`src/rtl/sky_gradient_ray_shader_unit_assert.svh`:
```
// ---------------------------------------------------------------------------
// Sky gradient shader assertion macros
// Shared concurrent assertion forms for the shader RTL.
// ---------------------------------------------------------------------------
`ifndef SKY_GRADIENT_RAY_SHADER_UNIT_ASSERT_SVH
`define SKY_GRADIENT_RAY_SHADER_UNIT_ASSERT_SVH

// same-cycle implication
`define SGRS_ASSERT_IMPL(lbl, ck, rn, ante, cons, msg) \
    lbl: assert property (@(posedge ck) disable iff (!rn) (ante) |-> (cons)) \
        else $error(msg);

// next-cycle implication
`define SGRS_ASSERT_NEXT(lbl, ck, rn, ante, cons, msg) \
    lbl: assert property (@(posedge ck) disable iff (!rn) (ante) |=> (cons)) \
        else $error(msg);

`endif

```
`src/rtl/sgrs_div.sv`:
```
// ---------------------------------------------------------------------------
// Sky gradient shader pipelined divider
// Restoring divider, one quotient bit per stage, side data carried along.
// ---------------------------------------------------------------------------
module sgrs_div #(
    parameter int NW = 40,
    parameter int DW = 13,
    parameter int QW = 27,
    parameter int SW = 1
) (
    input  logic          clk,
    input  logic          rst_n,
    input  logic          in_valid,
    input  logic [NW-1:0] num,
    input  logic [DW-1:0] den,
    input  logic [SW-1:0] side_in,
    output logic          out_valid,
    output logic [QW-1:0] quo,
    output logic [SW-1:0] side_out
);

    localparam int CW = (NW > DW + QW) ? NW : DW + QW;

    logic          vld_reg  [QW];
    logic [CW-1:0] rem_reg  [QW];
    logic [DW-1:0] den_reg  [QW];
    logic [QW-1:0] quo_reg  [QW];
    logic [SW-1:0] side_reg [QW];

    for (genvar k = 0; k < QW; k++) begin : g_stage
        localparam int B = QW - 1 - k;
        logic          vld_in;
        logic [CW-1:0] rem_in;
        logic [DW-1:0] den_in;
        logic [QW-1:0] quo_in;
        logic [SW-1:0] side_in_k;
        logic [CW-1:0] trial;
        logic          ge;
        logic [CW-1:0] rem_next;
        logic [QW-1:0] quo_next;

        if (k == 0) begin : g_first
            assign vld_in    = in_valid;
            assign rem_in    = CW'(num);
            assign den_in    = den;
            assign quo_in    = '0;
            assign side_in_k = side_in;
        end
        else begin : g_rest
            assign vld_in    = vld_reg[k-1];
            assign rem_in    = rem_reg[k-1];
            assign den_in    = den_reg[k-1];
            assign quo_in    = quo_reg[k-1];
            assign side_in_k = side_reg[k-1];
        end

        assign trial = CW'(den_in) << B;
        assign ge    = rem_in >= trial;

        always_comb
        begin
            rem_next    = ge ? rem_in - trial : rem_in;
            quo_next    = quo_in;
            quo_next[B] = ge;
        end

        always_ff @(posedge clk or negedge rst_n)
        begin
            if (!rst_n)
            begin
                vld_reg[k] <= 1'b0;
            end
            else
            begin
                vld_reg[k] <= vld_in;
            end
        end

        always_ff @(posedge clk)
        begin
            rem_reg[k]  <= rem_next;
            den_reg[k]  <= den_in;
            quo_reg[k]  <= quo_next;
            side_reg[k] <= side_in_k;
        end
    end

    assign out_valid = vld_reg[QW-1];
    assign quo       = quo_reg[QW-1];
    assign side_out  = side_reg[QW-1];

`include "sky_gradient_ray_shader_unit_assert.svh"

    `SGRS_ASSERT_IMPL(a_rem_below_den, clk, rst_n, vld_reg[QW-1], rem_reg[QW-1] < CW'(den_reg[QW-1]), "divider remainder not below divisor")

endmodule

```
`config.mk`:
```
export PLATFORM = sky130hd
export DESIGN_NAME = sgrs_div
export DESIGN_NICKNAME = d
export VERILOG_FILES = /design/src/rtl/sgrs_div.sv
export VERILOG_INCLUDE_DIRS = /design/src /design/src/rtl
export SDC_FILE = /design/constraint.sdc
export NUM_CORES = 2
export LEC_CHECK = 0
export BUFFER_PORTS_ARGS = -buffer_cell sky130_fd_sc_hd__clkbuf_2
export CAP_MARGIN = 20
export CORE_MARGIN = 4
export CORE_UTILIZATION = 60
export CTS_BUF_LIST = sky130_fd_sc_hd__clkbuf_8
export DETAILED_ROUTE_END_ITERATION = 10
export PLACE_DENSITY = 0.75
export SETUP_SLACK_MARGIN = 0.15
export SLEW_MARGIN = 15
export SYNTH_ARGS = -nofsm -noshare
export SYNTH_HDL_FRONTEND = slang
export SYNTH_SLANG_ARGS = --single-unit
```
`constraint.sdc`:
```
create_clock -name clk -period 4.1 [get_ports clk]
set_input_delay 0 -clock clk [delete_from_list [all_inputs] [get_ports clk]]
set_output_delay 0 -clock clk [all_outputs]
set_load 0.02 [all_outputs]
```
# Word level (Yosys, flattened, before mapping)
# Memories as Yosys holds them, arrays and structs flattened.
# Index checks and enable logic that the tools add are counted.
[word_totals]
register_bits = 27
latchBits = 0
ramBits = 2187
rom_bits = 0
inputBits = 57
out_inout_bits = 29
wordCells = 112
n_memories = 4
[classes]
n_addsub = 27
multipliers = 0
div_mod_pow = 0
magnitude_cmp = 27
eq_ne = 0
shift = 0
n_mux = 27
n_bitwise = 0
reduce_logical = 0
[memory_table]
columns = ["memory", "words", "width", "rd", "rd_ports_with_merged_regs", "wr", "line", "source"]
rows = [
  ["rem_reg", 27, 40, 26, 0, 27, "sgrs_div.sv:25", "logic [CW-1:0] rem_reg [QW];"],
  ["quo_reg", 27, 27, 27, 0, 27, "sgrs_div.sv:27", "logic [QW-1:0] quo_reg [QW];"],
  ["den_reg", 27, 13, 26, 0, 27, "sgrs_div.sv:26", "logic [DW-1:0] den_reg [QW];"],
  ["side_reg", 27, 1, 27, 0, 27, "sgrs_div.sv:28", "logic [SW-1:0] side_reg [QW];"],
]
[op_table]
columns = ["cell", "count"]
rows = [
  ["$mux 40", 27],
  ["$ge 40x13->1", 1],
  ["$ge 40x14->1", 1],
  ["$ge 40x15->1", 1],
  ["$ge 40x16->1", 1],
  ["$ge 40x17->1", 1],
  ["$ge 40x18->1", 1],
  ["$ge 40x19->1", 1],
  ["$ge 40x20->1", 1],
  ["$ge 40x21->1", 1],
  ["$ge 40x22->1", 1],
  ["$ge 40x23->1", 1],
  ["$ge 40x24->1", 1],
  ["$ge 40x25->1", 1],
  ["$ge 40x26->1", 1],
  ["$ge 40x27->1", 1],
  ["$ge 40x28->1", 1],
  ["$ge 40x29->1", 1],
  ["$ge 40x30->1", 1],
  ["$ge 40x31->1", 1],
  ["$ge 40x32->1", 1],
  ["$ge 40x33->1", 1],
  ["$ge 40x34->1", 1],
  ["$ge 40x35->1", 1],
  ["31 further kinds", 31],
]

# Depth between registers and ports, before layout
# An unclocked memory read counts as a cell.
[logic_depth]
ltp_word = 3
ltp_mapped = 13
mapped_depth_nobuf = 12

# Least setup slack after synthesis
# No wires, ideal clock.
[synth_path]
kind = "reg2reg"
start = "mem rem_reg[1][321] (netlist bit)"
end = "mem rem_reg[1][389] (netlist bit)"
setup_ns = 0.134
arrival_ns = 2.951
required_ns = 3.966
setup_slack_ns = 1.016
stages_incl_launch_ff = 13
n_path_buf = 0
synth_period_minus_slack_ns = 3.084
cell_sequence = "dfxtp_1 > inv_1 > ha_1 > inv_1 > fa_1 > a21oi_1 > o21ai_0 > a2111oi_0 > nor3_1 > o41ai_1 > nand2_1 > nor4_1 > xor2_1"
[synth_lines]
columns = ["item", "line"]
rows = [
  ["from (decl)", "sgrs_div.sv:25"],
]

==> results.yml <==
min_path:
  holdPathEnd: "quo_reg[0][26]"
  hold_class: "in -> reg"
  holdPathStages: 5
  hp-start: "num[38]"
timing:
  hold_viol: 0
  fmax_mhz: 277
  slew_violations: 0
  fin_setup_tns_ns: 0
  fin_crit_sh_pct: 88.2
  worst_hold_slack_ns: 0.234
  setup_viol: 0
  period_minus_slack_ns: 3.62
  worstMarginPinSlew_ns: 1.06
  rsz0062_at_grt: "no"
  slew_headroom_pct: 29.4
  worst_slack_ns: 0.484
  skew_ns: 0.0890
clock_tree:
  clockRootBuffer: "clkbuf_8"
  numCtsBuffers: 292
  cts_buffer_depth: 4
  clock-sinks: 1810
  clkTransAtPathRegs_ns: 0.06
  insertion_delay_ns: 0.94
  cts_tree: "done"
  htree_num_levels: 5
  cts_setup_buffers: 0
yosys:
  syn_avg_cell_area_um2: 10.5
  synth.distinct_cells: 89
  async_reset_ff_share_pct: 1.49
  yosys_register_bits: 1810
  syn_nets: 6624
  synthCells: 6190
  synth_edf_count: 0
  ys_seq_area_share_pct: 55.9
  ys_warn_count: 0
  synth_flop_cell: "dfxtp_1"
  syn_area_um2: 65000
global_route:
  grtUsageMet3_pct: 4.15
  overflow: 0
  grt_pass1_wl_um: 226000
  grt_pass1_vias: 44600
  grt_max_degree: 30
  grt_util_met1_pct: 31.5
  antenna_found_initial: 7
  grtUsageMet2_pct: 41.4
  grt_most_used_layer: "met2"
  grtUsageTotal_pct: 24.6
floorplanning:
  rows: 120
  start_util_pct: 60.6
  coreArea_um2: 107000
  die_area_um2: 114000
  die_h_um: 337
  io_pins: 86
  die_w_um: 337
cells_and_area:
  area_delta_synth_final_pct: 14.1
  largest_register_ffs: 1040
  final_cell_mix: "dfxtp_1 (1783), inv_1 (537), nor2_1 (384)"
  stdcell_count: 8232
  layout_commonest_cell: "dfxtp_1"
  drive_gt1_share_pct: 10.1
  finalNetCount: 7066
outcome:
  status: "finished clean"
worst_setup_path:
  cp.required_ns: 4.87
  worstRegToRegCells: 8
  critical_path_class: "in -> reg"
  r2r-start: "rem_reg[0][506]"
  startpoint: "num[26]"
  startpoint_type: "input port"
  slowest_stage: "dlygate4sd3_1"
  cpMostUsedCell: "dlygate4sd3_1"
  endpoint_kind: "flip-flop"
  rrSetupSlack_ns: 0.52
  crit_arrival_ns: 4.39
  max_stage_delay_ns: 0.55
  path_cells: "dlygate4sd3_1 > clkbuf_2 > dlygate4sd3_1 > inv_1 > ha_1 > fa_1 > nor2b_1 > o31a_1 > o21ai_0 > nand2b_1 > o2111ai_1 > and3_1 > o21ai_1 > buf_4 > mux2_2 > dlygate4sd3_1"
  r2r-end: "rem_reg[0][559]"
  crit_fanout: 11
detailed_routing:
  vias_per_cell: 5.46
  wl_per_cell_um: 17.1
  vias: 44900
  ant_nets: 0
  drcViolationCount: 0
  detail_route.iter0.violations: 2975
  wl_um: 141000
  dr.pass1.iters: 8
pwr:
  p_clk_share_pct: 26.1
  p_per_area_nw_per_um2: 784
  p_comb_share_pct: 30.2
  peakVddDrop_mv: 0.537
  p_seq_share_pct: 43.7
  power_mw: 58.2
  p_int_mw: 38.6
  net-switching-power_mw: 19.6
  swShare_pct: 33.7
  p_leak_nw: 32.3
place:
  dpl.hpwl_um: 101000
  port_buffers: 85
  placed_cells: 7616
  place_ws_ns: 0.362
  place_congestion: 0.924
flow_run:
  max_cap_violations: 0
power by group through the flow:
stage                     registers [mW]  logic (mW)  clock network, mW
after global routing                25.9        19.5               16.4
after floorplan                     24.4        13.7                  0
after global placement              25.7        16.7                  0
after CTS                           25.4        17.3               15.5
final                               25.4        17.6               15.2
after detailed placement            25.7        17.0                  0
metal layers:
layer  vias up  wire length [um]  share of wire (%)
met2      1220             66800                 47
met5         -                30              0.021
met4         4              5190                3.7
met3       349              6830                4.8
met1     21100             62100                 44
li1      22300                 -                  -
per-stage QoR:
stage                     util, %  area [um^2]
after floorplan                 -        65000
after global placement       62.5        67100
after detailed placement     62.5        67100
after CTS                    69.1        74100
after global routing         69.1        74200
final                        69.1        74200
how the worst max path moves through the flow:
stage / to / cells after the start
2_1_floorplan: rem_reg[1][389] / 12
3_3_place_gp: rem_reg[1][389] / 12
3_5_place_dp: rem_reg[1][389] / 12
4_1_cts: rem_reg[1][389] / 12
5_1_grt: rem_reg[1][109] / 9
6_report: rem_reg[0][33] / 16
worst max-delay path, delay by kind of cell:
family	cells	cell delay [ns]
AO/OA/AOI/OAI	4	0.79
adder cells (fa/ha/maj)	2	0.63
buffers and inverters	6	2.05
multiplexers	1	0.36
AND/OR/NAND/NOR	3	0.56
synth_stat cells, types with 64 or more instances:
cell type,number,area [um^2]
clkbuf_1,69,259
xor2_1,306,2680
nor4_1,165,1030
or3_1,76,475
nor2b_1,64,400
ha_1,351,4390
nor3_1,196,981
a21oi_1,314,1570
a21o_1,101,758
nor2_1,384,1440
dfxtp_1,1783,35700
nand3_1,100,500
nand2_1,346,1300
xnor2_1,264,2310
nand2b_1,78,488
inv_1,465,1750
mux2_2,74,833
o21ai_0,265,1330
final cells by class:
type	instances	area [um^2]
clock buffer	362	4980
clock inverter	127	823
fill	7901	33200
tap	1403	1760
antenna	2	5.00
multi-input combinational	3813	26500
timing repair buffer	247	1960
inverter	468	1760
sequential	1810	36400
cells by family after synthesis:
group / synth area share (%)
compound gates: 9.91
xor+xnor: 7.68
fa+ha+maj: 7.56
buf+inv: 3.37
flops: 55.9
mux: 1.50
simple gates: 14.0
what timing repair did:
action,CTS,global route
hold endpoints to repair,83,0
gates resized for setup,0,3
endpoints found under the setup margin,0,15
hold buffers,123,0
Power figures use the tool's default switching activity.
