==> config.mk <==
export PLATFORM = sky130hd
export DESIGN_NAME = sgrs_sqrt
export DESIGN_NICKNAME = d
export VERILOG_FILES = /design/src/rtl/sky_gradient_ray_shader_unit_assert.svh /design/src/rtl/sgrs_sqrt.sv
export SDC_FILE = /design/constraint.sdc
export NUM_CORES = 2
export LEC_CHECK = 0
export ABC_CLOCK_PERIOD_IN_PS = 5000
export BUFFER_PORTS_ARGS = -buffer_cell sky130_fd_sc_hd__buf_2
export CAP_MARGIN = 25
export CORE_MARGIN = 2
export CORE_UTILIZATION = 55
export CTS_CLUSTER_SIZE = 20
export DETAILED_ROUTE_END_ITERATION = 10
export GPL_TIMING_DRIVEN = 0
export PLACE_DENSITY = 0.73
export SETUP_SLACK_MARGIN = 0.3
export SLEW_MARGIN = 25
export SYNTH_ARGS = -nofsm -noshare
export SYNTH_HDL_FRONTEND = slang
export SYNTH_SLANG_ARGS = --single-unit
export TNS_END_PERCENT = 5
==> constraint.sdc <==
create_clock -name clk -period 5 [get_ports clk]
set_input_delay 0.25 -clock clk [delete_from_list [all_inputs] [get_ports clk]]
set_output_delay 0.25 -clock clk [all_outputs]
set_load 0.005 [all_outputs]
==> src/rtl/sky_gradient_ray_shader_unit_assert.svh <==
// ---------------------------------------------------------------------------
// Sky gradient shader assertion macros
// Shared concurrent assertion forms for the shader RTL.
// ---------------------------------------------------------------------------
`ifndef SKY_GRADIENT_RAY_SHADER_UNIT_ASSERT_SVH
`define SKY_GRADIENT_RAY_SHADER_UNIT_ASSERT_SVH

// same-cycle implication
`define SGRS_ASSERT_IMPL(lbl, ck, rn, ante, cons, msg) \
    lbl: assert property (@(posedge ck) disable iff (!rn) (ante) |-> (cons)) \
        else $error(msg);

// next-cycle implication
`define SGRS_ASSERT_NEXT(lbl, ck, rn, ante, cons, msg) \
    lbl: assert property (@(posedge ck) disable iff (!rn) (ante) |=> (cons)) \
        else $error(msg);

`endif

==> src/rtl/sgrs_sqrt.sv <==
// ---------------------------------------------------------------------------
// Sky gradient shader pipelined square root
// Digit-by-digit integer square root, one root bit per stage.
// ---------------------------------------------------------------------------
module sgrs_sqrt #(
    parameter int RW = 29,
    parameter int SW = 28
) (
    input  logic            clk,
    input  logic            rst_n,
    input  logic            in_valid,
    input  logic [2*RW-1:0] radicand,
    input  logic [SW-1:0]   side_in,
    output logic            out_valid,
    output logic [RW-1:0]   root,
    output logic [SW-1:0]   side_out
);

    localparam int TW = 2 * RW + 1;

    logic          vld_reg  [RW];
    logic [TW-1:0] rem_reg  [RW];
    logic [RW-1:0] root_reg [RW];
    logic [SW-1:0] side_reg [RW];

    for (genvar k = 0; k < RW; k++) begin : g_stage
        localparam int J = RW - 1 - k;
        logic          vld_in;
        logic [TW-1:0] rem_in;
        logic [RW-1:0] root_in;
        logic [SW-1:0] side_in_k;
        logic [TW-1:0] trial;
        logic          ge;
        logic [TW-1:0] rem_next;
        logic [RW-1:0] root_next;

        if (k == 0) begin : g_first
            assign vld_in    = in_valid;
            assign rem_in    = TW'(radicand);
            assign root_in   = '0;
            assign side_in_k = side_in;
        end
        else begin : g_rest
            assign vld_in    = vld_reg[k-1];
            assign rem_in    = rem_reg[k-1];
            assign root_in   = root_reg[k-1];
            assign side_in_k = side_reg[k-1];
        end

        // (root + 2^J)^2 - root^2 = root*2^(J+1) + 2^(2J)
        assign trial = (TW'(root_in) << (J + 1)) + (TW'(1) << (2 * J));
        assign ge    = rem_in >= trial;

        always_comb
        begin
            rem_next     = ge ? rem_in - trial : rem_in;
            root_next    = root_in;
            root_next[J] = ge;
        end

        always_ff @(posedge clk or negedge rst_n)
        begin
            if (!rst_n)
            begin
                vld_reg[k] <= 1'b0;
            end
            else
            begin
                vld_reg[k] <= vld_in;
            end
        end

        always_ff @(posedge clk)
        begin
            rem_reg[k]  <= rem_next;
            root_reg[k] <= root_next;
            side_reg[k] <= side_in_k;
        end
    end

    assign out_valid = vld_reg[RW-1];
    assign root      = root_reg[RW-1];
    assign side_out  = side_reg[RW-1];

endmodule

# After elaboration in Yosys (flattened, before gate mapping)

Memory sizes are Yosys's and may differ from the RTL's.
Cells that the tools add are included.

Flip-flop bits (word level): 29
Latch bits: 0
Memory bits (writable): 3364
Bits in read-only memories: 0
Bits of input ports: 89
Memories kept: 3

Memory list:

| name     | depth | bits a word | read ports | clocked after Yosys merged registers in | wr ports | RTL line        | source |
|---|---|---|---|---|---|---|---|
| rem_reg  | 29    | 59          | 28         | 0                                       | 29       | sgrs_sqrt.sv:22 | `logic [TW-1:0] rem_reg [RW];` |
| root_reg | 29    | 29          | 29         | 0                                       | 29       | sgrs_sqrt.sv:23 | `logic [RW-1:0] root_reg [RW];` |
| side_reg | 29    | 28          | 29         | 0                                       | 29       | sgrs_sqrt.sv:24 | `logic [SW-1:0] side_reg [RW];` |

$add $sub $neg: 57
Multiply operators: 0
Divide/modulo/power cells: 0
Order comparisons: 29
Equality and inequality tests: 0
Shifts and indexed selects: 0
Mux-type cells: 29
Bitwise operators: 0
Reduce and logical (&&, ||, !) cells: 0

Operator list:

| cell             | number |
|---|---|
| $mux W59         | 29 |
| $sub A59 B59 Y59 | 7 |
| $ge A59 B59 Y1   | 6 |
| $ge A59 B37 Y1   | 1 |
| $ge A59 B38 Y1   | 1 |
| $ge A59 B39 Y1   | 1 |
| $ge A59 B40 Y1   | 1 |
| $ge A59 B41 Y1   | 1 |
| $ge A59 B42 Y1   | 1 |
| $ge A59 B43 Y1   | 1 |
| $ge A59 B44 Y1   | 1 |
| $ge A59 B45 Y1   | 1 |
| $ge A59 B46 Y1   | 1 |
| $ge A59 B47 Y1   | 1 |
| $ge A59 B48 Y1   | 1 |
| $ge A59 B49 Y1   | 1 |
| $ge A59 B50 Y1   | 1 |
| $ge A59 B51 Y1   | 1 |
| $ge A59 B52 Y1   | 1 |
| $ge A59 B53 Y1   | 1 |
| $ge A59 B54 Y1   | 1 |
| $ge A59 B55 Y1   | 1 |
| $ge A59 B56 Y1   | 1 |
| $ge A59 B57 Y1   | 1 |
| other kinds (52) | 52 |

# Longest topological paths before layout

An unclocked memory read counts as a cell.

Depth in word-level cells: 4
Gate-level depth with buffers: 14
Mapped depth without buffers: 12

# Worst setup path before layout

OpenSTA, ideal clock, no wires.

Kind: reg2reg
From: memory root_reg[26][2], in the netlist root_reg[6][60]
To: memory rem_reg[1][703] (netlist name)
Library setup time: 0.118 ns
Data arrival time: 2.973 ns
Slack: 1.908 ns
Stages on the path, launching flop included: 13
Path buffers: 1
Period minus slack after synthesis: 3.092 ns
Cell sequence: dfxtp_1 > inv_1 > ha_1 > o21ai_0 > a211oi_1 > a221oi_1 > a211oi_2 > nor3_2 > or3_4 > or3_1 > clkbuf_1 > or3_1 > xnor2_1

RTL lines:

| item            | RTL line |
|---|---|
| start, declared | sgrs_sqrt.sv:23 |
| end, declared   | sgrs_sqrt.sv:22 |

==> summary.md <==
| Metric | Value |
|---|---|
| Largest register FFs | `1652` |
| Post-synth EDFFs | `0` |
| Min Tclk post-route | `~4.6 ns` |
| Top_reg_cell synth | `dfxtp_1` |
| XOR/XNOR Fraction of Synth Area | `around 6.6%` |
| Final Hold Vio Count | `0` |
| CP Launch Type | `flip-flop` |
| Avg Cell Area, Syn | `between 10 and 15 um^2` |
| Syn Nets | `roughly 9300` |
| Max-cap violations | `0` |
| Cells on worst reg2reg path | `13` |
| CTS H-tree depth | `5` |
| Vias per cell | `5.446` |
| Max Buffers Root-to-Sink | `4` |
| Compound-Gate Fraction of Synth Area | `9.600%` |
| FMAX | `approximately 220 MHz` |
| Simple-gate share of the synthesized area | `roughly an eighth` |
| Synthesized flop and latch total | `around 3000` |
| GRT Total Usage | `26.03%` |
| Final nets | `between 9000 and 10000` |
| Slew Limit Fails | `0` |
| Largest family of logic cells by synthesized area | `simple AND/OR/NAND/NOR gates` |
| Die area | `178400 um^2` |
| R2r setup slk | `just over 0.4 ns` |
| Post-route ant nets | `0` |
| Req. time, crit path | `5.77 ns` |
| Ys Warns | `0` |
| Cells after Synth | `8794` |
| Overall power | `between 0.06 and 0.07 W` |
| I/O pins | `147` |
| Number of global-route vias before repair | `65150` |
| Placer congestion estimate | `about 0.94` |
| Clock slew at the register clock pins of the worst setup and hold paths | `approximately 0.06 ns` |
| Max transition margin | `between 10% and 20%` |
| Seq. cell area | `between 50000 and 60000 um^2` |
| Post-layout util | `64.01%` |
| Crit end category | `flip-flop` |
| Global route total overflow | `0` |
| Leak Pwr | `50.21 nW` |
| CP Capture Point | `rem_reg[1][405]` |
| Drt drc | `0` |
| Max VDD drop | `between 0.3 and 0.4 mV` |
| Leading area contributor after synthesis | `dfxtp_1` |
| Largest net degree at the start of global routing | `30` |
| Fillers | `roughly 14000` |
| Cell Area, Synth | `about 96000 um^2` |
| CORE AREA | `173800 um^2` |
| CTS sink count | `around 3000` |
| Root buffer cell | `clkbuf_16` |
| Netlist cell types | `99` |
| WL/cell | `about 20 um` |
| Post-synthesis sequential area ratio | `between 60% and 70%` |
| Area occupied by multi-input gates | `34740 um^2` |
| Via count | `roughly 65000` |
| Post-synthesis mux area share | `less than 1%` |
| Crit path max fanout | `10` |
| PwrDens | `~570 nW/um^2` |
| Clock Skew | `between 0.07 and 0.08 ns` |
| Layout cells sized above 1 | `8.244%` |
| Critical Path AT | `between 5 and 6 ns` |
| Worst setup startpoint | `root_reg[5][38]` |
| Die height | `422.3 um` |
| CTS tree | `yes` |
| Area Growth Syn to Fin | `15.61%` |
| Initial Util | `55.37%` |
| First DRT Iteration DRCs | `roughly 4000` |
| Post-synth top area share | `around three fifths` |
| Drt pass-1 iters | `7` |
| Hold_ws | `about 0.12 ns` |
| IO Port Bufs | `146` |
| Status | `complete, no violations` |
| Hold Crit Class | `primary input to flip-flop` |
| Reg2reg start | `root_reg[5][38]` |
| Routed WL | `~240000 um` |
| Initial antenna violation count | `12` |
| Area contributors post-synth | `dfxtp_1 60%, ha_1 6.0%, xnor2_1 3.5%` |
| Worst-margin pin slew | `between 1 and 1.5 ns` |
| First-pass GRT wire length | `364200 um` |
| R2R Path End | `rem_reg[1][405]` |
| Async set or reset register ratio after synthesis | `less than 1%` |
| Clock Latency Late Sink | `~0.93 ns` |
| Detailed Place HPWL | `between 150000 and 200000 um` |
| Fin crit share | `between 90% and 100%` |
| Setup CP Type | `flip-flop to flip-flop` |
| RSZ-0062 raised after global routing | `true` |
| Die Wd | `around 420 um` |
| Adder-Cell Fraction of Synth Area | `5.980%` |
| CTS buffer count | `approximately 300` |
| Std cell rows | `153` |
| Final setup violation count | `0` |
==> report_power, final <==
part | internal, W | leakage [nW] | switching, W | total [W]
Sequential | 0.0273 | 24.7 | 0.00327 | 0.0306
Clock | 0.0128 | 4.67 | 0.00870 | 0.0215
Combinational | 0.00501 | 20.9 | 0.00669 | 0.0117
==> placed cells by master (no fill, tap or decap), types with 29 or more instances in the layout <==
cell	n
dfxtp_1	2899
a21o_1	175
nand2b_1	92
mux2_2	69
a21oi_1	501
a31oi_1	37
dlygate4sd3_1	175
clkbuf_8	51
ha_1	460
o21a_1	92
nor4_1	272
or3_1	88
a211oi_1	38
or4_1	52
nand4_1	128
dfrtp_1	29
nor4b_1	31
o31ai_1	32
nor2b_1	62
clkinv_2	43
o21ai_0	317
buf_2	172
xor2_1	335
o21bai_1	39
nor3_1	209
nand3_1	142
or2_2	30
nor2_1	576
and3_1	42
xnor2_1	389
nand2_1	506
clkbuf_16	306
inv_1	578
clkbuf_1	147
==> worst min-delay path by stage <==
stage                     cells past startpoint         start  slack (ns)                 end
after detailed placement                      1         rst_n        0.30   g_stage[1].vld_in
final                                         3  radicand[57]        0.12     root_reg[0][28]
after CTS                                     3  radicand[57]        0.03     root_reg[0][28]
after floorplan                               0         rst_n       -0.05  g_stage[10].vld_in
after global routing                          3  radicand[57]        0.09     root_reg[0][28]
after global placement                        1         rst_n        0.27   g_stage[1].vld_in
==> layout make-up <==
type,instances,share of cell area (%)
Sequential cell,2928,52.81
Buffer,148,0.5656
Tap cell,2325,2.614
Inverter,584,1.971
Clock inverter,86,0.8580
Timing Repair Buffer,324,2.262
Multi-Input combinational cell,5134,31.22
Antenna cell,14,0.03149
Clock buffer,403,7.668
==> per-stage QoR <==
stage / setup WS [ns] / TNS, ns / std cells / cell area (um^2)
2_1_floorplan: 1.908 / 0 / 8794 / 96240
3_3_place_gp: -0.3866 / -5.562 / 11270 / 99880
3_5_place_dp: -0.1883 / -0.4584 / 11270 / 99950
4_1_cts: 0.3746 / 0 / 11930 / 111200
5_1_grt: 0.2015 / 0 / 11940 / 111300
6_report: 0.4126 / 0 / 11950 / 111300
==> cell families after synthesis <==
kind of cell / count (synthesis)
other cells: 1
compound gates: 1467
buf+inv: 732
flops: 2928
simple gates: 2404
fa+ha+maj: 460
mux: 78
xor+xnor: 724
==> synthesized netlist by cell type, types with 12 or more instances <==
cell / count
a31oi_1: 37
a2111oi_0: 14
nand3_1: 142
clkbuf_1: 101
nand2_1: 506
o21bai_1: 39
o211ai_1: 21
a21boi_0: 14
o21ai_0: 317
nor4b_1: 32
nor3b_1: 29
ha_1: 460
or4_1: 52
a21oi_1: 501
xor2_1: 335
o22ai_1: 12
nand4_1: 128
inv_1: 578
buf_1: 13
a211o_1: 25
nand2b_1: 92
o21a_1: 92
dfrtp_1: 29
or2_2: 30
nor3_1: 209
a211oi_1: 39
and2_1: 25
nor2b_1: 62
xnor2_1: 389
buf_2: 25
nor2_1: 576
mux2_2: 69
nor4_1: 278
and4_1: 14
or3_1: 88
a21o_1: 175
o2111ai_1: 15
nand3b_1: 28
nand4b_1: 22
dfxtp_1: 2899
o31ai_1: 32
o31a_1: 21
and3_1: 42
==> worst max-delay path: stages (launching register included) <==
cell and delay, ns:
dfxtp_1 0.41, inv_1 0.07, ha_1 0.22, or3_1 0.35, o221ai_1 0.34, o21ai_0 0.29
o21ai_0 0.51, nand2_1 0.31, a211oi_2 0.79, inv_2 0.27, nand2b_1 0.32, buf_4 0.25
nor3_1 0.08, xor2_1 0.26
==> what timing repair did <==
| action | 4_1_cts | 5_1_grt |
|---|---|---|
| endpoints found under the hold margin | 117 | 0 |
| gates cloned | 0 | 0 |
| hold buffers | 176 | 0 |
| gates resized for setup | 2 | 1 |
| endpoints found under the setup margin | 31 | 22 |
| setup buffers | 0 | 0 |
==> per-layer routing <==
| layer | vias to the layer above | GRT usage [%] | wire length (um) |
|---|---|---|---|
| met3 | 600 | 4.114 | 11410 |
| met5 | - | 0 | 42 |
| met4 | 6 | 13.89 | 12910 |
| met1 | 31030 | 30.36 | 95980 |
| li1 | 31560 | - | - |
| met2 | 1864 | 45.83 | 117400 |
Power figures use the tool's default switching activity.
