[src/rtl/sky_gradient_ray_shader_unit_assert.svh]
// ---------------------------------------------------------------------------
// Sky gradient shader assertion macros
// Shared concurrent assertion forms for the shader RTL.
// ---------------------------------------------------------------------------
`ifndef SKY_GRADIENT_RAY_SHADER_UNIT_ASSERT_SVH
`define SKY_GRADIENT_RAY_SHADER_UNIT_ASSERT_SVH

// same-cycle implication
`define SGRS_ASSERT_IMPL(lbl, ck, rn, ante, cons, msg) \
    lbl: assert property (@(posedge ck) disable iff (!rn) (ante) |-> (cons)) \
        else $error(msg);

// next-cycle implication
`define SGRS_ASSERT_NEXT(lbl, ck, rn, ante, cons, msg) \
    lbl: assert property (@(posedge ck) disable iff (!rn) (ante) |=> (cons)) \
        else $error(msg);

`endif

[src/rtl/sgrs_pkg.sv]
// ---------------------------------------------------------------------------
// Sky gradient shader package
// Field widths, register codes and color constants.
// ---------------------------------------------------------------------------
package sgrs_pkg;

    localparam int COORD_W   = 12;
    localparam int VP_W      = 16;
    localparam int DIM_W     = 13;
    localparam int CH_W      = 8;
    localparam int FRAC_W    = 12;
    localparam int NY_FRAC_W = 15;
    localparam int DIR_W     = 27;
    localparam int DZ_W      = 28;
    localparam int ROOT_W    = 29;
    localparam int MAG_W     = 16;
    localparam int CFG_IDX_W = 3;

    typedef enum logic [CFG_IDX_W-1:0] {
        REG_VP_WIDTH  = 3'd0,
        REG_VP_HEIGHT = 3'd1,
        REG_FOCAL     = 3'd2,
        REG_IMG_WIDTH = 3'd3,
        REG_IMG_HEIGHT = 3'd4
    } cfg_idx_t;

    localparam logic [VP_W-1:0]  RST_VP_WIDTH   = 16'd8192;
    localparam logic [VP_W-1:0]  RST_VP_HEIGHT  = 16'd8192;
    localparam logic [VP_W-1:0]  RST_FOCAL      = 16'd4096;
    localparam logic [DIM_W-1:0] RST_IMG_WIDTH  = 13'd256;
    localparam logic [DIM_W-1:0] RST_IMG_HEIGHT = 13'd256;

    localparam logic [CH_W-1:0] CH_MAX = 8'd255;

endpackage

[src/rtl/sgrs_color.sv]
// ---------------------------------------------------------------------------
// Sky gradient shader color stage
// Maps the normalized ray y to the blend factor and the 8-bit channels.
// ---------------------------------------------------------------------------
module sgrs_color (
    input  logic                       clk,
    input  logic                       rst_n,
    input  logic                       in_valid,
    input  logic [sgrs_pkg::MAG_W-1:0] mag,
    input  logic                       neg,
    output logic                       done,
    output logic [sgrs_pkg::CH_W-1:0]  red,
    output logic [sgrs_pkg::CH_W-1:0]  green,
    output logic [sgrs_pkg::CH_W-1:0]  blue
);

    import sgrs_pkg::*;

    localparam logic [17:0] SCALE_K   = 18'd255999;
    localparam logic [16:0] HALF      = 17'd32768;
    localparam logic [16:0] POS_MAX   = 17'd32767;
    localparam logic [17:0] RED_ONE   = 18'd131072;
    localparam logic [19:0] GRN_ONE   = 20'd655360;
    // reciprocals of 1000 and 5000, exact over the reachable range
    localparam logic [18:0] RED_RECIP = 19'd268436;
    localparam int          RED_SHIFT = 28;
    localparam logic [19:0] GRN_RECIP = 20'd858994;
    localparam int          GRN_SHIFT = 32;

    logic [16:0] mag_pos;
    logic [15:0] t;
    logic [17:0] v_r;
    logic [19:0] v_g;
    logic [35:0] prod_r_next;
    logic [37:0] prod_g_next;

    logic        va_reg;
    logic [35:0] prod_r_reg;
    logic [37:0] prod_g_reg;

    logic [17:0] y_r;
    logic [20:0] y_g;
    logic [36:0] red_prod;
    logic [40:0] grn_prod;

    logic [CH_W-1:0] red_next;
    logic [CH_W-1:0] green_next;
    logic            done_reg;
    logic [CH_W-1:0] red_reg;
    logic [CH_W-1:0] green_reg;

    always_comb
    begin
        mag_pos = (17'(mag) > POS_MAX) ? POS_MAX : 17'(mag);
        if (neg)
        begin
            t = 16'(HALF - 17'(mag));
        end
        else
        begin
            t = 16'(HALF + mag_pos);
        end
        v_r         = RED_ONE - 18'(t);
        v_g         = GRN_ONE - 20'(t) * 20'd3;
        prod_r_next = 36'(v_r) * 36'(SCALE_K);
        prod_g_next = 38'(v_g) * 38'(SCALE_K);
    end

    always_comb
    begin
        y_r        = 18'(prod_r_reg >> 17);
        y_g        = 21'(prod_g_reg >> 17);
        red_prod   = 37'(y_r) * 37'(RED_RECIP);
        grn_prod   = 41'(y_g) * 41'(GRN_RECIP);
        red_next   = CH_W'(red_prod >> RED_SHIFT);
        green_next = CH_W'(grn_prod >> GRN_SHIFT);
    end

    always_ff @(posedge clk or negedge rst_n)
    begin
        if (!rst_n)
        begin
            va_reg   <= 1'b0;
            done_reg <= 1'b0;
        end
        else
        begin
            va_reg   <= in_valid;
            done_reg <= va_reg;
        end
    end

    always_ff @(posedge clk)
    begin
        prod_r_reg <= prod_r_next;
        prod_g_reg <= prod_g_next;
        red_reg    <= red_next;
        green_reg  <= green_next;
    end

    assign done  = done_reg;
    assign red   = red_reg;
    assign green = green_reg;
    assign blue  = CH_MAX;

`include "sky_gradient_ray_shader_unit_assert.svh"

    `SGRS_ASSERT_IMPL(a_red_le_green, clk, rst_n, done_reg, red_reg <= green_reg, "red above green")
    `SGRS_ASSERT_IMPL(a_ch_floor, clk, rst_n, done_reg, (red_reg >= 8'd127) && (green_reg >= 8'd179), "channel below gradient floor")
    `SGRS_ASSERT_NEXT(a_stage_flow, clk, rst_n, va_reg, done_reg, "color stage lost a word")

endmodule

[config.mk]
export PLATFORM = sky130hd
export DESIGN_NAME = sgrs_color
export DESIGN_NICKNAME = d
export VERILOG_FILES = /design/src/rtl/sgrs_pkg.sv /design/src/rtl/sgrs_color.sv
export VERILOG_INCLUDE_DIRS = /design/src /design/src/rtl
export SDC_FILE = /design/constraint.sdc
export NUM_CORES = 2
export LEC_CHECK = 0
export BUFFER_PORTS_ARGS = -buffer_cell sky130_fd_sc_hd__buf_2
export CAP_MARGIN = 20
export CORE_MARGIN = 2
export CORE_UTILIZATION = 55
export CTS_CLUSTER_SIZE = 30
export DETAILED_ROUTE_END_ITERATION = 8
export GPL_TIMING_DRIVEN = 0
export HOLD_SLACK_MARGIN = 0.15
export PLACE_DENSITY = 0.74
export SYNTH_ARGS = -nofsm -noshare
export SYNTH_HDL_FRONTEND = slang
export SYNTH_SLANG_ARGS = --single-unit
[constraint.sdc]
create_clock -name clk -period 7.35 [get_ports clk]
set_input_delay 0.3675 -clock clk [delete_from_list [all_inputs] [get_ports clk]]
set_output_delay 0.3675 -clock clk [all_outputs]
set_load 0.005 [all_outputs]
# Yosys cells after proc, flatten, opt, wreduce, memory -nomap -nowiden
# Cells that the tools add are included.
dict set report totals {
  inputBits 20
  n_memories 0
  rom_bits 0
  ff_bits 91
  latchBits 0
  ramBits 0
  output_inout_bits 25
}
dict set report classes {
  n_shift 0
  n_div 0
  n_mux 2
  n_mul 5
  bitwise_logic 0
  addsub 4
  order_cmp 1
  n_reduce_logical 0
  n_eq_ne 0
}
# operator n
set op_table {}
lappend op_table {{$mul 21x19->39 const B} 1}
lappend op_table {{$mul 20x18->38 const B} 1}
lappend op_table {{$mul 18x18->35 const B} 1}
lappend op_table {{$mul 18x17->34 const B} 1}
lappend op_table {{$mux 16} 2}
lappend op_table {{$sub 20x18->20 const A} 1}
lappend op_table {{$mul 16x2->18 const B} 1}
lappend op_table {{$sub 18x16->18 const A} 1}
lappend op_table {{$add 16x16->16 const A} 1}
lappend op_table {{$gt 16x15->1 const B} 1}
lappend op_table {{$sub 16x16->16 const A} 1}

# Depth between registers and ports, before layout
dict set report depth {
  depth_word 7
  depth_mapped 37
}

# Least setup slack after synthesis
# OpenSTA, ideal clock, no wires.
dict set report synth_path {
  path_type {input to register}
  startpoint {input neg}
  endpoint {register prod_g_reg[37]}
  t_required_ps 7271
  t_arrival_ps 9097
  slack_ps -1826
  n_path_buf 2
  cell_stages 35
  path_cell_list {buf_2 > buf_1 > nand2_1 > nand3_1 > o21ai_0 > a221oi_1 > inv_1 > ha_1 > ha_1 > a211o_1 > o221ai_1 > nor2b_1 > a211oi_1 > and4bb_1 > nor2_1 > o31ai_1 > fa_1 > inv_1 > fa_1 > inv_1 > fa_1 > fa_1 > fa_1 > inv_1 > fa_1 > inv_1 > ha_1 > and4_1 > and2_1 > a221oi_1 > o22ai_1 > o211ai_1 > nand3_1 > a2111o_1 > o211ai_1}
}
dict set report synth_via {
  elab_chain_cells 4
}
# element line
set synth_lines {}
lappend synth_lines {{from (decl)} sgrs_color.sv:10} ;# input logic neg,
lappend synth_lines {{$mux 16} sgrs_color.sv:55} ;# if (neg)
lappend synth_lines {{$mul 16x2->18} sgrs_color.sv:64} ;# v_g = GRN_ONE - 20'(t) * 20'd3;
lappend synth_lines {{$sub 20x18->20} sgrs_color.sv:64}
lappend synth_lines {{$mul 20x18->38} sgrs_color.sv:66} ;# prod_g_next = 38'(v_g) * 38'(SCALE_K);
lappend synth_lines {{named net prod_g_next[37]} sgrs_color.sv:35} ;# logic [37:0] prod_g_next;
lappend synth_lines {{to (signal assigned)} sgrs_color.sv:96} ;# prod_g_reg <= prod_g_next;
lappend synth_lines {{to (decl)} sgrs_color.sv:39} ;# logic [37:0] prod_g_reg;
# The timed path passes the listed nets, and every way through them passes these cells.

# Final worst setup path
# Ends and elaborated chain as after synthesis.

==> impl_metrics.py <==
metrics = {
    "status": {
        "outcome": "finished, violations left",
        "violations": "setup timing",
    },
    "min_path": {
        "hold_path.class": "input port to async pin",
    },
    "route": {
        "drc_errors": 0,
        "wl_mm": 60.0,
        "postRouteAntennaNets": 0,
        "drtIter0Drc": 666,
        "dr.pass1.iters": 6,
        "vias_per_cell": 5.31,
        "routedWlPerCell_um": 17.2,
        "vias": 18500,
    },
    "sta": {
        "setup_ws_ns": -1.11,
        "finalSetupTns_ns": -16.60,
        "rsz0062_at_grt": "yes",
        "timing.final.hold_violations": 0,
        "relSlewSlack_pct": 48.3,
        "finalSetupViolations": 33,
        "finalCritPeriodShare_pct": 115,
        "worst_slew_pin_slew_ns": 0.767,
        "fin_worst_skew_ns": 0.00741,
        "slew_viol_final": 0,
        "timing.fmax_mhz": 118,
        "period_needed_ns": 8.46,
    },
    "synthesis": {
        "syn_inst": 2717,
        "synth_edf_count": 0,
        "ys_async_sr_fraction_pct": 3.51,
        "yosys_register_bits": 57,
        "synth_area_leaders": "fa_1, ha_1, inv_1",
        "synthFlopType": "dfxtp_1",
        "synth.most_common_cell": "inv_1",
        "synth_area_mm2": 0.0268,
        "yosysTopAreaCellShare_pct": 41.2,
        "syn_avg_cell_area_um2": 9.85,
        "synth_cell_types": 74,
        "synth_largest_area_cell": "fa_1",
        "yosys_warnings": 0,
        "synth_seq_area_share_pct": 4.30,
        "synth_common_cells": "inv_1, ha_1, fa_1, a21oi_1, xnor2_1",
    },
    "floorplan": {
        "core_area_mm2": 0.0478,
        "die_w_um": 225,
        "dieHeight_um": 225,
        "io_pins": 45,
        "std_cell_rows": 80,
        "initial_core_util_pct": 55.9,
        "die-area_mm2": 0.0504,
    },
    "placed_design": {
        "io_buffers": 35,
        "dpl_cell_area_mm2": 0.0283,
        "dp.cells": 3374,
        "gp_routability_congestion": 0.939,
        "dp_hpwl_mm": 51.9,
    },
    "final_layout": {
        "largest_reg_flops": 21,
        "area_delta_synth_final_pct": 12.2,
        "n_antenna_cell": 0,
        "drive_gt1_share_pct": 12.7,
        "fin_area_mm2": 0.0300,
        "nFillCells": 3835,
        "instances_no_fill": 3480,
        "nets": 3991,
    },
    "cts": {
        "insertion_delay_ns": 0.35,
        "cts_tree": "yes",
        "clockBufferDepth": 2,
        "cts_made_buffers": 9,
        "root_buffer": "clkbuf_16",
        "clk_pin_slew_worst_paths_ns": 0.05,
        "cts-htree-levels": 3,
        "cts.sinks": 57,
    },
    "setup_path": {
        "critical_path.max_stage_delay_ns": 0.60,
        "cp-start-kind": "input port",
        "cp_data_required_time_ns": 7.62,
        "regToRegStartpoint": "prod_g_reg[26]$_DFF_P_",
        "reg2reg_to": "green[3]$_DFF_P_",
        "crit_fanout": 10,
        "cpMostUsedCell": "fa_1",
        "slowest_stage": "fa_2",
        "crit_path_end": "prod_g_reg[37]$_DFF_P_",
        "end_kind": "flop",
        "reg2reg_depth": 17,
        "critical_path_class": "input port to flop",
        "cp.arrival_ns": 8.73,
        "critPathLaunch": "neg",
        "r2r_slack_ns": 1.25,
    },
    "grt": {
        "grt_pass1_vias": 20800,
        "grt-ovfl-total": 0,
        "grt_usage_pct": 25.1,
        "antenna_found_initial": 0,
        "grt_max_degree": 12,
        "grt_pass1_wl_mm": 101,
    },
    "run": {
        "max_cap_viol_count": 0,
    },
}
-- cell type report --
| cell class | instances | area, um2 | share of cell area, % |
|---|---|---|---|
| multi-input cells | 1770 | 23400 | 78.0 |
| inverters | 877 | 3320 | 11.0 |
| flip-flops and latches | 57 | 1150 | 3.83 |
| repair buffers | 128 | 932 | 3.10 |
| well taps | 615 | 769 | 2.56 |
| clock buffers | 10 | 239 | 0.796 |
| plain buffers | 19 | 146 | 0.487 |
| clock inverters | 4 | 45.0 | 0.150 |
-- layout by cell type (no fill, tap or decap), drive strengths merged, types with 35 or more instances in the layout --
cell type    n
ha         558
fa         551
buf        139
a21o        51
nor2        64
o21ai       43
dfxtp       55
xor2        35
xnor2       66
a21oi       70
nand2       49
inv        876
-- how the worst min path moves through the flow --
stage,depth (start not counted),to,slack (ns)
floorplan,0,done$_DFF_PN0_,0.07
global placement,1,va_reg$_DFF_PN0_,0.15
detailed placement,1,va_reg$_DFF_PN0_,0.15
CTS,2,done$_DFF_PN0_,0.32
global route,2,done$_DFF_PN0_,0.34
finish,2,done$_DFF_PN0_,0.34
-- metal layers --
layer  share of wire (%)  vias to the layer above  GRT usage [%]  wire, um
met5                   0                        -              0         0
met4                 2.2                        0           5.47      1320
met3                 3.6                       87           2.18      2130
met2                  51                      422           45.1     30400
met1                  44                     9300           33.2     26100
li1                    -                     8676              -         -
-- kinds of logic after synthesis --
| family | Yosys count | share of synthesized area (%) |
|---|---|---|
| fa+ha+maj | 1109 | 67.3 |
| buf+inv | 897 | 12.7 |
| simple gates | 277 | 5.39 |
| compound gates | 274 | 6.91 |
| xor+xnor | 101 | 3.33 |
| flops | 57 | 4.30 |
| other cells | 1 | 0.0140 |
| mux | 1 | 0.0421 |
-- stage by stage --
| stage | hold slack [ns] | utilization [%] | setup slack, ns |
|---|---|---|---|
| floorplan | 0.0719 | - | -0.639 |
| global placement | 0.151 | 59.1 | -1.78 |
| detailed placement | 0.154 | 59.1 | -1.96 |
| CTS | 0.322 | 62.1 | -0.973 |
| global route | 0.337 | 62.8 | -1.38 |
| finish | 0.337 | 62.8 | -1.11 |
-- repair_timing --
| action | in CTS | in global routing |
|---|---|---|
| pin swaps | 59 | 27 |
| endpoints found under the hold margin | 3 | 0 |
| endpoints found under the setup margin | 39 | 39 |
| hold buffers | 2 | 0 |
| resized for setup | 131 | 35 |
| setup buffers | 73 | 18 |
-- worst max-delay path, delay by kind of cell --
family / cells / cell delay [ns]
adder cells (fa/ha/maj): 8 / 3.66
buffers and inverters: 8 / 1.08
AO/OA/AOI/OAI: 10 / 2.14
XOR/XNOR: 1 / 0.18
AND/OR/NAND/NOR: 7 / 1.28
Power is left out: the tool's default activity adds up to more than one toggle a clock period on the data nets, which glitch-free logic cannot reach.
